### config.mk
export PLATFORM = sky130hd
export DESIGN_NAME = relay_thermostat_controller
export DESIGN_NICKNAME = d
export VERILOG_FILES = /design/src/rtc_pkg.sv /design/src/relay_thermostat_controller.sv
export VERILOG_INCLUDE_DIRS = /design/src /design/src/src
export SDC_FILE = /design/constraint.sdc
export NUM_CORES = 1
export LEC_CHECK = 0
export BUFFER_PORTS_ARGS = -buffer_cell sky130_fd_sc_hd__buf_2
export CAP_MARGIN = 20
export CORE_ASPECT_RATIO = 1.4
export CORE_UTILIZATION = 40
export DETAILED_ROUTE_END_ITERATION = 7
export GPL_TIMING_DRIVEN = 1
export SLEW_MARGIN = 30
export SYNTH_ARGS = -nofsm -noshare
export SYNTH_HDL_FRONTEND = slang
export SYNTH_SLANG_ARGS = --single-unit
### constraint.sdc
create_clock -name clk -period 6.7 [get_ports clk]
set_input_delay 0 -clock clk [delete_from_list [all_inputs] [get_ports clk]]
set_output_delay 0 -clock clk [all_outputs]
set_load 0.005 [all_outputs]
### src/relay_thermostat_controller_defines.svh
// ----------------------------------------------------------------------------
// Relay thermostat controller assertion macros
// Shared concurrent assertion forms, clocked on clk and disabled in reset.
// ----------------------------------------------------------------------------
`ifndef RELAY_THERMOSTAT_CONTROLLER_DEFINES_SVH
`define RELAY_THERMOSTAT_CONTROLLER_DEFINES_SVH

// Consequent must hold in the same cycle as the antecedent.
`define RTC_ASSERT_NOW(label, ante, cons, msg) \
  label: assert property (@(posedge clk) disable iff (!rst_n) (ante) |-> (cons)) \
    else $error(msg);

// Consequent must hold in the cycle after the antecedent.
`define RTC_ASSERT_NEXT(label, ante, cons, msg) \
  label: assert property (@(posedge clk) disable iff (!rst_n) (ante) |=> (cons)) \
    else $error(msg);

`endif

### src/rtc_pkg.sv
// ----------------------------------------------------------------------------
// Relay thermostat controller package
// Widths, request and mode codes, register map and per-relay action type.
// ----------------------------------------------------------------------------
package rtc_pkg;

  localparam int TIME_W         = 48;
  localparam int TEMP_FRAC_BITS = 4;
  localparam int TEMP_W         = 12;
  localparam int THR_W          = 8;
  localparam int LOCK_W         = 24;
  localparam int ADDR_W         = 5;
  localparam int DATA_W         = 32;

  localparam int SCALED_W = THR_W + TEMP_FRAC_BITS;
  localparam int CMP_W    = (TEMP_W > SCALED_W) ? TEMP_W : SCALED_W;

  localparam logic [LOCK_W-1:0] LOCKOUT_RESET = LOCK_W'(250000);
  localparam logic [THR_W-1:0]  LOWER_RESET   = THR_W'(20);
  localparam logic [THR_W-1:0]  UPPER_RESET   = THR_W'(22);

  typedef enum logic [2:0] {
    REQ_KEY_DOWN = 3'd0,
    REQ_KEY_UP   = 3'd1,
    REQ_PRESS    = 3'd2,
    REQ_OFF      = 3'd3,
    REQ_ON       = 3'd4,
    REQ_TOGGLE   = 3'd5,
    REQ_TEMP     = 3'd6
  } req_t;

  typedef enum logic [2:0] {
    MODE_DIRECT = 3'd0,
    MODE_FOLLOW = 3'd1,
    MODE_NOTIFY = 3'd2,
    MODE_HEAT   = 3'd3,
    MODE_COOL   = 3'd4
  } mode_t;

  typedef enum logic [2:0] {
    REG_REVERSE  = 3'd0,
    REG_MODE1    = 3'd1,
    REG_MODE2    = 3'd2,
    REG_LOWER1   = 3'd3,
    REG_UPPER1   = 3'd4,
    REG_LOWER2   = 3'd5,
    REG_UPPER2   = 3'd6,
    REG_LOCKOUT  = 3'd7
  } reg_idx_t;

  // Requested action of one logical relay before the lockout check.
  typedef struct packed {
    logic want;
    logic val;
    logic notify;
  } relay_act_t;

endpackage

### src/relay_thermostat_controller.sv
// ----------------------------------------------------------------------------
// Relay thermostat controller
// Two-relay controller with button modes, remote commands and thermostats.
// ----------------------------------------------------------------------------
// Input channel (in_valid/in_stall) carries one event per transaction: a
// button key down, key up or press, a remote off/on/toggle command, or a
// temperature sample, each with the current microsecond time. Every input
// transaction produces exactly one result transaction on the out_ channel
// with both physical pin levels and the written, blocked and notify flags.
// An accepted event is first held in the input register and is then evaluated
// into the result register, which drives out_valid. Throughput is one
// transaction per cycle while the receiver does not stall; it is set by the
// relay state loop, where the 48-bit lockout compare and the pin update are
// computed combinationally.
// When the receiver stalls, the result register holds and the input register
// fills, after which in_stall rises until the result is taken.
// Reset clears both relays to off, the last write times to zero and loads
// the register defaults (lockout 250000 us, thresholds 20 and 22 degrees).
// Registers are written through the cfg_ APB port at byte address 4*index
// and must only be changed while no transaction is in flight.
// ----------------------------------------------------------------------------
`include "relay_thermostat_controller_defines.svh"

module relay_thermostat_controller (
  input  logic                        clk,
  input  logic                        rst_n,
  // input channel
  input  logic                        in_valid,
  output logic                        in_stall,
  input  logic [2:0]                  in_req_type,
  input  logic                        in_channel,
  input  logic signed [11:0]          in_temperature,
  input  logic [rtc_pkg::TIME_W-1:0]  in_now_us,
  // result channel
  output logic                        out_valid,
  input  logic                        out_stall,
  output logic                        out_relay1_pin,
  output logic                        out_relay2_pin,
  output logic [1:0]                  out_written_mask,
  output logic [1:0]                  out_blocked_mask,
  output logic                        out_notify_press,
  // configuration port
  input  logic                        cfg_psel,
  input  logic                        cfg_penable,
  input  logic                        cfg_pwrite,
  input  logic [rtc_pkg::ADDR_W-1:0]  cfg_paddr,
  input  logic [rtc_pkg::DATA_W-1:0]  cfg_pwdata,
  output logic [rtc_pkg::DATA_W-1:0]  cfg_prdata,
  output logic                        cfg_pready
);
  import rtc_pkg::*;

  // configuration registers
  logic                     reverse_r;
  mode_t                    mode_r  [2];
  logic signed [THR_W-1:0]  lower_r [2];
  logic signed [THR_W-1:0]  upper_r [2];
  logic [LOCK_W-1:0]        lockout_r;

  // relay state
  logic [1:0]               pin_r,  pin_nxt;
  logic [TIME_W-1:0]        last_r [2];
  logic [TIME_W-1:0]        last_nxt [2];

  // input register
  logic                     s1_valid_r;
  req_t                     s1_req_r;
  logic                     s1_chan_r;
  logic signed [TEMP_W-1:0] s1_temp_r;
  logic [TIME_W-1:0]        s1_now_r;

  // result register
  logic                     out_valid_r;
  logic [1:0]               out_pin_r;
  logic [1:0]               out_wr_r, wr_nxt;
  logic [1:0]               out_blk_r, blk_nxt;
  logic                     out_notify_r, notify_nxt;

  logic                     adv_out;
  logic                     in_fire;
  logic                     s1_fire;
  logic                     cfg_wr;
  reg_idx_t                 cfg_idx;

  assign adv_out  = !out_valid_r || !out_stall;
  assign in_stall = s1_valid_r && !adv_out;
  assign in_fire  = in_valid && !in_stall;
  assign s1_fire  = s1_valid_r && adv_out;

  assign cfg_pready = 1'b1;
  assign cfg_idx    = reg_idx_t'(cfg_paddr[ADDR_W-1:2]);
  assign cfg_wr     = cfg_psel && cfg_penable && cfg_pwrite && cfg_pready;

  // Action that one logical relay asks for, before the lockout check.
  function automatic relay_act_t relay_eval(
    input req_t                    req,
    input logic                    sel,
    input mode_t                   mode,
    input logic                    cur,
    input logic signed [CMP_W-1:0] t,
    input logic signed [CMP_W-1:0] lo,
    input logic signed [CMP_W-1:0] hi
  );
    relay_act_t a;
    a = '0;
    unique case (req)
      REQ_KEY_DOWN, REQ_KEY_UP: begin
        if (sel && mode == MODE_FOLLOW) begin
          a.want = 1'b1;
          a.val  = !cur;
        end
      end
      REQ_PRESS: begin
        if (sel && mode == MODE_DIRECT) begin
          a.want = 1'b1;
          a.val  = !cur;
        end else if (sel && mode == MODE_NOTIFY) begin
          a.notify = 1'b1;
        end
      end
      REQ_OFF: begin
        a.want = sel && cur;
        a.val  = 1'b0;
      end
      REQ_ON: begin
        a.want = sel && !cur;
        a.val  = 1'b1;
      end
      REQ_TOGGLE: begin
        a.want = sel;
        a.val  = !cur;
      end
      REQ_TEMP: begin
        // The upper threshold is tested first; the lower only below it.
        if (mode == MODE_HEAT) begin
          if (t >= hi) begin
            a.want = cur;
            a.val  = 1'b0;
          end else if (t <= lo) begin
            a.want = !cur;
            a.val  = 1'b1;
          end
        end else if (mode == MODE_COOL) begin
          if (t >= hi) begin
            a.want = !cur;
            a.val  = 1'b1;
          end else if (t <= lo) begin
            a.want = cur;
            a.val  = 1'b0;
          end
        end
      end
      default: a = '0;
    endcase
    return a;
  endfunction

  // Relay evaluation. Both logical relays map onto different pins, so they
  // are independent within one transaction.
  always_comb begin
    relay_act_t              act;
    logic                    idx;
    logic                    pidx;
    logic                    cur;
    logic                    past_boot;
    logic                    too_soon;
    logic [TIME_W-1:0]       elapsed;
    logic [TIME_W-1:0]       lock_ext;
    logic signed [CMP_W-1:0] t_s;
    logic signed [CMP_W-1:0] lo_s;
    logic signed [CMP_W-1:0] hi_s;
    pin_nxt    = pin_r;
    last_nxt   = last_r;
    wr_nxt     = '0;
    blk_nxt    = '0;
    notify_nxt = 1'b0;
    lock_ext   = TIME_W'(lockout_r);
    past_boot  = s1_now_r >= lock_ext;
    t_s        = CMP_W'(s1_temp_r);
    for (int r = 0; r < 2; r++) begin
      idx      = 1'(r);
      pidx     = idx ^ reverse_r;
      cur      = pin_r[pidx];
      lo_s     = CMP_W'(lower_r[idx]) <<< TEMP_FRAC_BITS;
      hi_s     = CMP_W'(upper_r[idx]) <<< TEMP_FRAC_BITS;
      act      = relay_eval(s1_req_r, s1_chan_r == idx, mode_r[idx], cur, t_s, lo_s, hi_s);
      elapsed  = s1_now_r - last_r[idx];
      too_soon = (s1_now_r < last_r[idx]) || (elapsed < lock_ext);
      if (act.notify) begin
        notify_nxt = 1'b1;
      end
      if (act.want && past_boot && too_soon) begin
        blk_nxt[idx] = 1'b1;
      end else if (act.want) begin
        pin_nxt[pidx] = act.val;
        last_nxt[idx] = s1_now_r;
        wr_nxt[idx]   = 1'b1;
      end
    end
  end

  // Pipeline and relay state.
  always_ff @(posedge clk) begin
    if (!rst_n) begin
      s1_valid_r  <= 1'b0;
      out_valid_r <= 1'b0;
      pin_r       <= '0;
      last_r[0]   <= '0;
      last_r[1]   <= '0;
    end else begin
      if (in_fire) begin
        s1_valid_r <= 1'b1;
      end else if (s1_fire) begin
        s1_valid_r <= 1'b0;
      end
      if (adv_out) begin
        out_valid_r <= s1_valid_r;
      end
      if (s1_fire) begin
        pin_r  <= pin_nxt;
        last_r <= last_nxt;
      end
    end
  end

  always_ff @(posedge clk) begin
    if (in_fire) begin
      s1_req_r  <= req_t'(in_req_type);
      s1_chan_r <= in_channel;
      s1_temp_r <= in_temperature;
      s1_now_r  <= in_now_us;
    end
    if (s1_fire) begin
      out_pin_r    <= pin_nxt;
      out_wr_r     <= wr_nxt;
      out_blk_r    <= blk_nxt;
      out_notify_r <= notify_nxt;
    end
  end

  // Configuration registers.
  always_ff @(posedge clk) begin
    if (!rst_n) begin
      reverse_r  <= 1'b0;
      mode_r[0]  <= MODE_DIRECT;
      mode_r[1]  <= MODE_DIRECT;
      lower_r[0] <= LOWER_RESET;
      upper_r[0] <= UPPER_RESET;
      lower_r[1] <= LOWER_RESET;
      upper_r[1] <= UPPER_RESET;
      lockout_r  <= LOCKOUT_RESET;
    end else if (cfg_wr) begin
      unique case (cfg_idx)
        REG_REVERSE: reverse_r  <= cfg_pwdata[0];
        REG_MODE1:   mode_r[0]  <= mode_t'(cfg_pwdata[2:0]);
        REG_MODE2:   mode_r[1]  <= mode_t'(cfg_pwdata[2:0]);
        REG_LOWER1:  lower_r[0] <= cfg_pwdata[THR_W-1:0];
        REG_UPPER1:  upper_r[0] <= cfg_pwdata[THR_W-1:0];
        REG_LOWER2:  lower_r[1] <= cfg_pwdata[THR_W-1:0];
        REG_UPPER2:  upper_r[1] <= cfg_pwdata[THR_W-1:0];
        REG_LOCKOUT: lockout_r  <= cfg_pwdata[LOCK_W-1:0];
        default: ;
      endcase
    end
  end

  always_comb begin
    cfg_prdata = '0;
    unique case (cfg_idx)
      REG_REVERSE: cfg_prdata = DATA_W'(reverse_r);
      REG_MODE1:   cfg_prdata = DATA_W'(mode_r[0]);
      REG_MODE2:   cfg_prdata = DATA_W'(mode_r[1]);
      REG_LOWER1:  cfg_prdata = DATA_W'($unsigned(lower_r[0]));
      REG_UPPER1:  cfg_prdata = DATA_W'($unsigned(upper_r[0]));
      REG_LOWER2:  cfg_prdata = DATA_W'($unsigned(lower_r[1]));
      REG_UPPER2:  cfg_prdata = DATA_W'($unsigned(upper_r[1]));
      REG_LOCKOUT: cfg_prdata = DATA_W'(lockout_r);
      default:     cfg_prdata = '0;
    endcase
  end

  assign out_valid        = out_valid_r;
  assign out_relay1_pin   = out_pin_r[0];
  assign out_relay2_pin   = out_pin_r[1];
  assign out_written_mask = out_wr_r;
  assign out_blocked_mask = out_blk_r;
  assign out_notify_press = out_notify_r;

  // A relay is either written or refused, never both.
  `RTC_ASSERT_NOW(a_wr_blk_disjoint, out_valid_r, (out_wr_r & out_blk_r) == 2'b00,
                  "relay both written and blocked")
  // A notify press never switches or refuses a relay.
  `RTC_ASSERT_NOW(a_notify_quiet, out_valid_r && out_notify_r,
                  out_wr_r == 2'b00 && out_blk_r == 2'b00, "notify press moved a relay")
  // Pins only move on a transaction that reports a write.
  `RTC_ASSERT_NEXT(a_pin_hold, !s1_fire || wr_nxt == 2'b00, pin_r == $past(pin_r),
                   "relay pin changed without a write")
  // Backpressure only arises with a full input register.
  `RTC_ASSERT_NOW(a_stall_full, in_stall, s1_valid_r, "input stalled while empty")

endmodule
==> reports/metrics.yaml, run 1 <==
timing:
  skew_ns: 0.0160
  fmax_mhz: 162
  grt_setup_unrepaired: "no"
  hold-worst-slack_ns: 0.0840
  hold_viol: 0
  setup_tns_ns: 0
  min_period_ns: 6.18
  report.final.slew_viol_count: 0
  worst_pin_slew_ns: 0.898
  relSlewSlack_pct: 39.7
  period_share_pct: 92.2
  setup_viol: 0
grt:
  grtUsageMet1_pct: 27.0
  grt_use_total_pct: 25.4
  grt_overflow: 0
  grt_util_met2_pct: 47.3
  grt_max_degree: 105
  gr-max-usage-layer: "met2"
  grt_use_met3_pct: 2.12
  grt_antenna_before_repair: 0
  grt_pass1_wl_um: 92900
  grt_pass1_vias: 16800
floorplan:
  num_rows: 92
  die_h_um: 256
  boundaryPins: 150
  dieArea_sq_um: 47100
  placeableCoreArea_sq_um: 45400
  initial_core_util_pct: 40.8
  die_w_um: 184
route:
  wirelength_um: 60000
  vias: 16900
  remaining_drc_errors: 0
  wl_per_cell_um: 19.9
  initialDrtViolationCount: 1133
  ant_nets: 0
  avgViaCountPerCell: 5.61
  firstDrtPassIters: 6
status:
  status: "finished clean"
synthesis:
  syn_inst: 2220
  synth_ff_type: "dfxtp_1"
  synth.ff_latch_count: 234
  synth.distinct_cells: 93
  syn_area_per_cell_sq_um: 8.33
  async_reset_ff_share_pct: 0
  yosysSeqAreaShare_pct: 31.2
  synth-edff-count: 109
  synth_area_sq_um: 18500
  ys_warn_count: 0
clock_network:
  htreeDepth: 1
  tritoncts: "done"
  cts.sinks: 234
  clk_latency_ns: 0.58
  ctsRootBufferMaster: "clkbuf_16"
  post_cts_buffers: 0
  cts_resized: 0
  cts_buffers: 28
  cts.clk_slew.worst_paths_ns: 0.06
  clk_path_buf_depth: 3
worst_setup_path:
  r2r-start: "s1_now_r[0]"
  path_max_fanout: 6
  crit_arrival_ns: 6.65
  endpoint_kind: "flip-flop"
  cp_data_required_time_ns: 7.17
  rr_worst_depth: 24
  cp-start-kind: "flip-flop"
  critPathKind: "reg -> reg"
  reg2reg_to: "pin_r[1]"
  timing.reg2reg.setup_slack_ns: 0.52
power:
  power_density_nw_per_um2: 191
  leakagePower_uw: 0.00864
  peakVddDrop_uv: 203
cells_and_area:
  mostFrequentLayoutCells: "nand2_1 (293), ha_1 (198), inv_1 (186)"
  fin_area_sq_um: 21600
  drive_above_1_share_pct: 10.4
  final_common_cell: "nand2_1"
  diodes: 0
  layout.nets: 2697
  syn2layout_area_growth_pct: 16.6
min_path:
  hp-class: "in -> reg"
  min_to: "lower_r[0][2]"
  min_from: "cfg_penable"
  min_path_cells: 4
placement:
  placed_area_sq_um: 19600
  gp_congestion: 0.991
  dp_hpwl_um: 47300
  port-buffer-count: 130
flow_run:
  max_cap_viol_count: 0
[worst max-delay path: stages, from the launching register on]
cell	delay [ns]
edfxtp_1	0.42
inv_1	0.13
ha_1	0.18
inv_1	0.06
fa_1	0.43
a211oi_1	0.24
o21a_1	0.33
o31ai_2	0.19
o21a_1	0.19
nor2_1	0.16
nor2_1	0.06
nor2_1	0.13
xnor2_1	0.16
ha_1	0.29
a21o_1	0.17
a221o_1	0.34
nor3_1	0.21
o2111a_1	0.20
nand4_1	0.09
nor4_1	0.31
nand4b_1	0.14
o41a_1	0.56
o21ai_2	0.39
mux2_1	0.37
nor4_1	0.30
[sequential cells by signal, summed over array words and instances, names as in the netlist]
register,flops
s1_now_r,48
reverse_r,1
s1_temp_r,12
s1_chan_r,1
pin_r,2
last_r,96
mode_r,6
s1_valid_r,1
out_notify_press,1
lockout_r,24
out_valid,1
out_written_mask,2
s1_req_r,3
out_blocked_mask,2
lower_r,16
out_pin_r,2
upper_r,16
[synth_stat cells, types with 41 or more instances]
library cell  number  area [sq um]
ha_1             198          2480
a21oi_1          170           851
edfxtp_1         109          3270
nor2_1           183           687
mux2i_1          113          1130
dfxtp_1          125          2500
clkbuf_1          80           300
nand4_1           64           400
inv_1            186           698
a21o_1            41           308
nand2_1          293          1100
o21ai_0           93           465
[how the worst max path moves through the flow]
stage | from | endpoint | slack (ns) | cells past startpoint
after floorplan | s1_now_r[0] | pin_r[1] | 1.57 | 24
after global placement | s1_now_r[0] | pin_r[1] | 0.80 | 24
after detailed placement | s1_now_r[0] | pin_r[1] | 0.63 | 24
after CTS | s1_now_r[0] | pin_r[1] | 0.58 | 24
after global routing | s1_now_r[0] | pin_r[1] | 0.07 | 24
final | s1_now_r[0] | pin_r[1] | 0.52 | 24
[layout make-up]
cell class | instances | area (sq um)
clock inverters | 18 | 246
inverters | 189 | 709
well taps | 611 | 764
flip-flops and latches | 234 | 5780
repair buffers | 245 | 1790
fillers | 4493 | 23800
multi-input cells | 1691 | 11500
clock buffers | 34 | 743
[report_power, final]
group          total [uW]  internal (uW)  switching, uW
clock network        1640            987            655
registers            1610           1550           58.3
logic                 867            356            511
[repair_timing]
item / 4_1_cts / 5_1_grt
endpoints found under the hold margin: 160 / 0
endpoints found under the setup margin: 0 / 0
hold buffers: 92 / 0
[per-layer routing]
layer	part of all wire [%]	wire length [um]
met5	0	0
met4	7.1	4270
met3	3.3	1970
met2	51	30800
met1	38	23000
[stage by stage]
stage	total power [uW]	cells	util (%)	setup slack (ns)
after floorplan	2180	2227	-	1.57
after global placement	2430	2877	43.3	0.799
after detailed placement	2450	2877	43.3	0.630
after CTS	4150	3021	47.5	0.575
after global routing	4310	3022	47.6	0.0695
final	4110	3022	47.6	0.520
[logic make-up (layout without fill, tap and decap cells)]
group,count (synthesis),count (layout),synth area share [%]
mux,131,131,7.58
simple gates,740,740,18.6
fa+ha+maj,200,200,13.6
xor+xnor,60,60,2.84
compound gates,551,551,19.4
flops,234,234,31.2
other cells,2,9,0.0406
buf+inv,302,486,6.68
(Power assumes the default switching activity.)
==> run 2: changes to the inputs <==
--- a/config.mk
+++ b/config.mk
@@ -8,10 +8,13 @@
 export LEC_CHECK = 0
 export BUFFER_PORTS_ARGS = -buffer_cell sky130_fd_sc_hd__buf_2
 export CAP_MARGIN = 20
-export CORE_ASPECT_RATIO = 1.4
+export CELL_PAD_IN_SITES_DETAIL_PLACEMENT = 0
+export CELL_PAD_IN_SITES_GLOBAL_PLACEMENT = 1
+export CORE_ASPECT_RATIO = 1.1
 export CORE_UTILIZATION = 40
 export DETAILED_ROUTE_END_ITERATION = 7
 export GPL_TIMING_DRIVEN = 1
+export PLACE_DENSITY_LB_ADDON = 0.1
 export SLEW_MARGIN = 30
 export SYNTH_ARGS = -nofsm -noshare
 export SYNTH_HDL_FRONTEND = slang
==> constraint.sdc (replaced) <==
create_clock -name clk -period 6.7 [get_ports clk]
set_input_delay 1.34 -clock clk [delete_from_list [all_inputs] [get_ports clk]]
set_output_delay 1.34 -clock clk [all_outputs]
set_load 0.005 [all_outputs]
==> reports/metrics.yaml, run 2 (synthesis results as in run 1) <==
timing:
  min_period_ns: 6.21  # was 6.18 ns
  report.final.slew_viol_count: 0  # unchanged
  fmax_mhz: 161  # was 162 MHz
  period_share_pct: 92.7  # was 92.2%
  hold-worst-slack_ns: 0.454  # was 0.0840 ns
  grt_setup_unrepaired: "no"  # unchanged
  skew_ns: 0.0237  # was 0.0160 ns
  setup_viol: 0  # unchanged
  worst_pin_slew_ns: 0.981  # was 0.898 ns
  setup_tns_ns: 0  # unchanged
  hold_viol: 0  # unchanged
  relSlewSlack_pct: 34.6  # was 39.7%
cells_and_area:
  diodes: 0  # unchanged
  final_cells: 2916  # was 3022
  drive_above_1_share_pct: 11.2  # was 10.4%
  layout.nets: 2614  # was 2697
  final_common_cell: "nand2_1"  # unchanged
  regMostFlops: "last_r"  # unchanged
  largest_reg_flops: 96  # unchanged
  fill_cells: 4589  # was 4493
  mostFrequentLayoutCells: "nand2_1 (293), ha_1 (198), inv_1 (186)"  # unchanged
  syn2layout_area_growth_pct: 11.6  # was 16.6%
  top_regs: "last_r x96, s1_now_r x48, lockout_r x24"  # unchanged
worst_setup_path:
  reg2reg_to: "last_r[16]"  # was pin_r[1]
  crit_path_top_delay_cell: "a21oi_1"  # was o41a_1
  cpPeakStageDelay_ns: 0.54  # was 0.56 ns
  rr_worst_depth: 25  # was 24
  crit_arrival_ns: 6.66  # was 6.65 ns
  worst-path-buf-inv: 2  # unchanged
  endpoint_kind: "flip-flop"  # unchanged
  timing.reg2reg.setup_slack_ns: 0.49  # was 0.52 ns
  worst-path-stages: 25  # was 24
  cp_data_required_time_ns: 7.15  # was 7.17 ns
  r2r-start: "s1_now_r[6]"  # was s1_now_r[0]
  path_max_fanout: 48  # was 6
  crit_family: "compound AO/OA/AOI/OAI gates"  # unchanged
  critPathKind: "reg -> reg"  # unchanged
  cp-start-kind: "flip-flop"  # unchanged
grt:
  grtUsageMet1_pct: 31.6  # was 27.0%
  grt_util_met2_pct: 42.9  # was 47.3%
  grt_use_met3_pct: 2.23  # was 2.12%
  grt_max_degree: 70  # was 105
  grt_pass1_vias: 16100  # was 16800
  grt_pass1_wl_um: 89900  # was 92900 um
  grt_overflow: 0  # unchanged
  gr-max-usage-layer: "met2"  # unchanged
  grt_antenna_before_repair: 0  # unchanged
  grt_use_total_pct: 24.3  # was 25.4%
clock_network:
  cts-hold-fix-buffers: 0  # was 92
  ctsRootBufferMaster: "clkbuf_16"  # unchanged
  cts.sinks: 234  # unchanged
  cts.clk_slew.worst_paths_ns: 0.06  # about the same
  cts_resized: 0  # unchanged
  post_cts_buffers: 0  # unchanged
  cts_buffers: 28  # unchanged
  clk_path_buf_depth: 3  # unchanged
  tritoncts: "done"  # unchanged
  htreeDepth: 1  # unchanged
  clk_latency_ns: 0.59  # was 0.58 ns
floorplan:
  initial_core_util_pct: 40.6  # was 40.8%
  dieArea_sq_um: 47100  # about the same
  num_rows: 82  # was 92
  placeableCoreArea_sq_um: 45600  # was 45400 sq um
  die_h_um: 228  # was 256 um
  boundaryPins: 150  # unchanged
  die_w_um: 207  # was 184 um
placement:
  port-buffer-count: 130  # unchanged
  dp_hpwl_um: 46200  # was 47300 um
  dp_cells: 2863  # was 2877
  gp_congestion: 0.905  # was 0.991
route:
  wirelength_um: 58000  # was 60000 um
  ant_nets: 0  # unchanged
  initialDrtViolationCount: 931  # was 1133
  firstDrtPassIters: 8  # was 6
  avgViaCountPerCell: 5.64  # was 5.61
  remaining_drc_errors: 10  # was 0
  vias: 16500  # was 16900
  wl_per_cell_um: 19.9  # about the same
power:
  peakVddDrop_uv: 174  # was 203 uV
  power_density_nw_per_um2: 192  # was 191 nW/um^2
  leakagePower_uw: 0.00828  # was 0.00864 uW
status:
  violations: "design-rule violations"
  status: "finished, violations left"  # was finished clean
min_path:
  min_from: "last_r[13]"  # was cfg_penable
  min_path_cells: 2  # was 4
  min_to: "last_r[13]"  # was lower_r[0][2]
  hp-class: "reg -> reg"  # was in -> reg
flow_run:
  max_cap_viol_count: 0  # unchanged
-- run 2: cell count changes in the layout (fill, tap and decap cells not counted), moves of 2 or more --
| cell | change |
|---|---|
| clkinv_2 | -2 |
| buf_4 | +10 |
| clkinv_4 | +5 |
| bufinv_16 | -3 |
| dlygate4sd3_1 | -92 |
| clkbuf_1 | -3 |
-- run 2: cell type report --
| type | count | area (sq um) | share of cell area (%) |
|---|---|---|---|
| clock buffers | 30 | 718 | 3.48 |
| clock inverters | 22 | 221 | 1.07 |
| inverters | 189 | 709 | 3.44 |
| multi-input cells | 1691 | 11500 | 55.9 |
| flip-flops and latches | 234 | 5780 | 28.0 |
| well taps | 588 | 736 | 3.56 |
| repair buffers | 162 | 938 | 4.55 |
-- run 2: stage by stage --
| stage | util [%] | instance area (sq um) | setup WS (ns) | total power [uW] |
|---|---|---|---|---|
| 2_1_floorplan | - | 18500 | 1.57 | 2180 |
| 3_3_place_gp | 43.2 | 19700 | 0.629 | 2430 |
| 3_5_place_dp | 43.2 | 19700 | 0.589 | 2450 |
| 4_1_cts | 45.2 | 20600 | 0.516 | 4010 |
| 5_1_grt | 45.3 | 20600 | 0.00256 | 4160 |
| 6_report | 45.3 | 20600 | 0.489 | 3970 |
-- run 2: power breakdown --
group / switching [uW] / internal, uW / total (uW)
clock: 676 / 870 / 1550
sequential: 52.4 / 1550 / 1600
combinational: 499 / 325 / 824
total: 1230 / 2740 / 3970
-- run 2: worst max-delay path by stage --
stage,endpoint,from
2_1_floorplan,pin_r[1],s1_now_r[0]
3_3_place_gp,last_r[6],s1_now_r[6]
3_5_place_dp,last_r[16],s1_now_r[6]
4_1_cts,last_r[16],s1_now_r[6]
5_1_grt,last_r[16],s1_now_r[6]
6_report,last_r[16],s1_now_r[6]
-- run 2: per-layer routing --
metal	wire length [um]	vias up
li1	-	8173
met1	26800	7858
met2	27700	348
met3	2070	80
met4	1470	0
met5	0	-
-- run 2: tightest hold or removal path: cells and delay by family (launching register included) --
family           cells  cell delay, ns
multiplexers         1            0.05
AND/OR/NAND/NOR      1            0.05
flip-flops           1            0.31
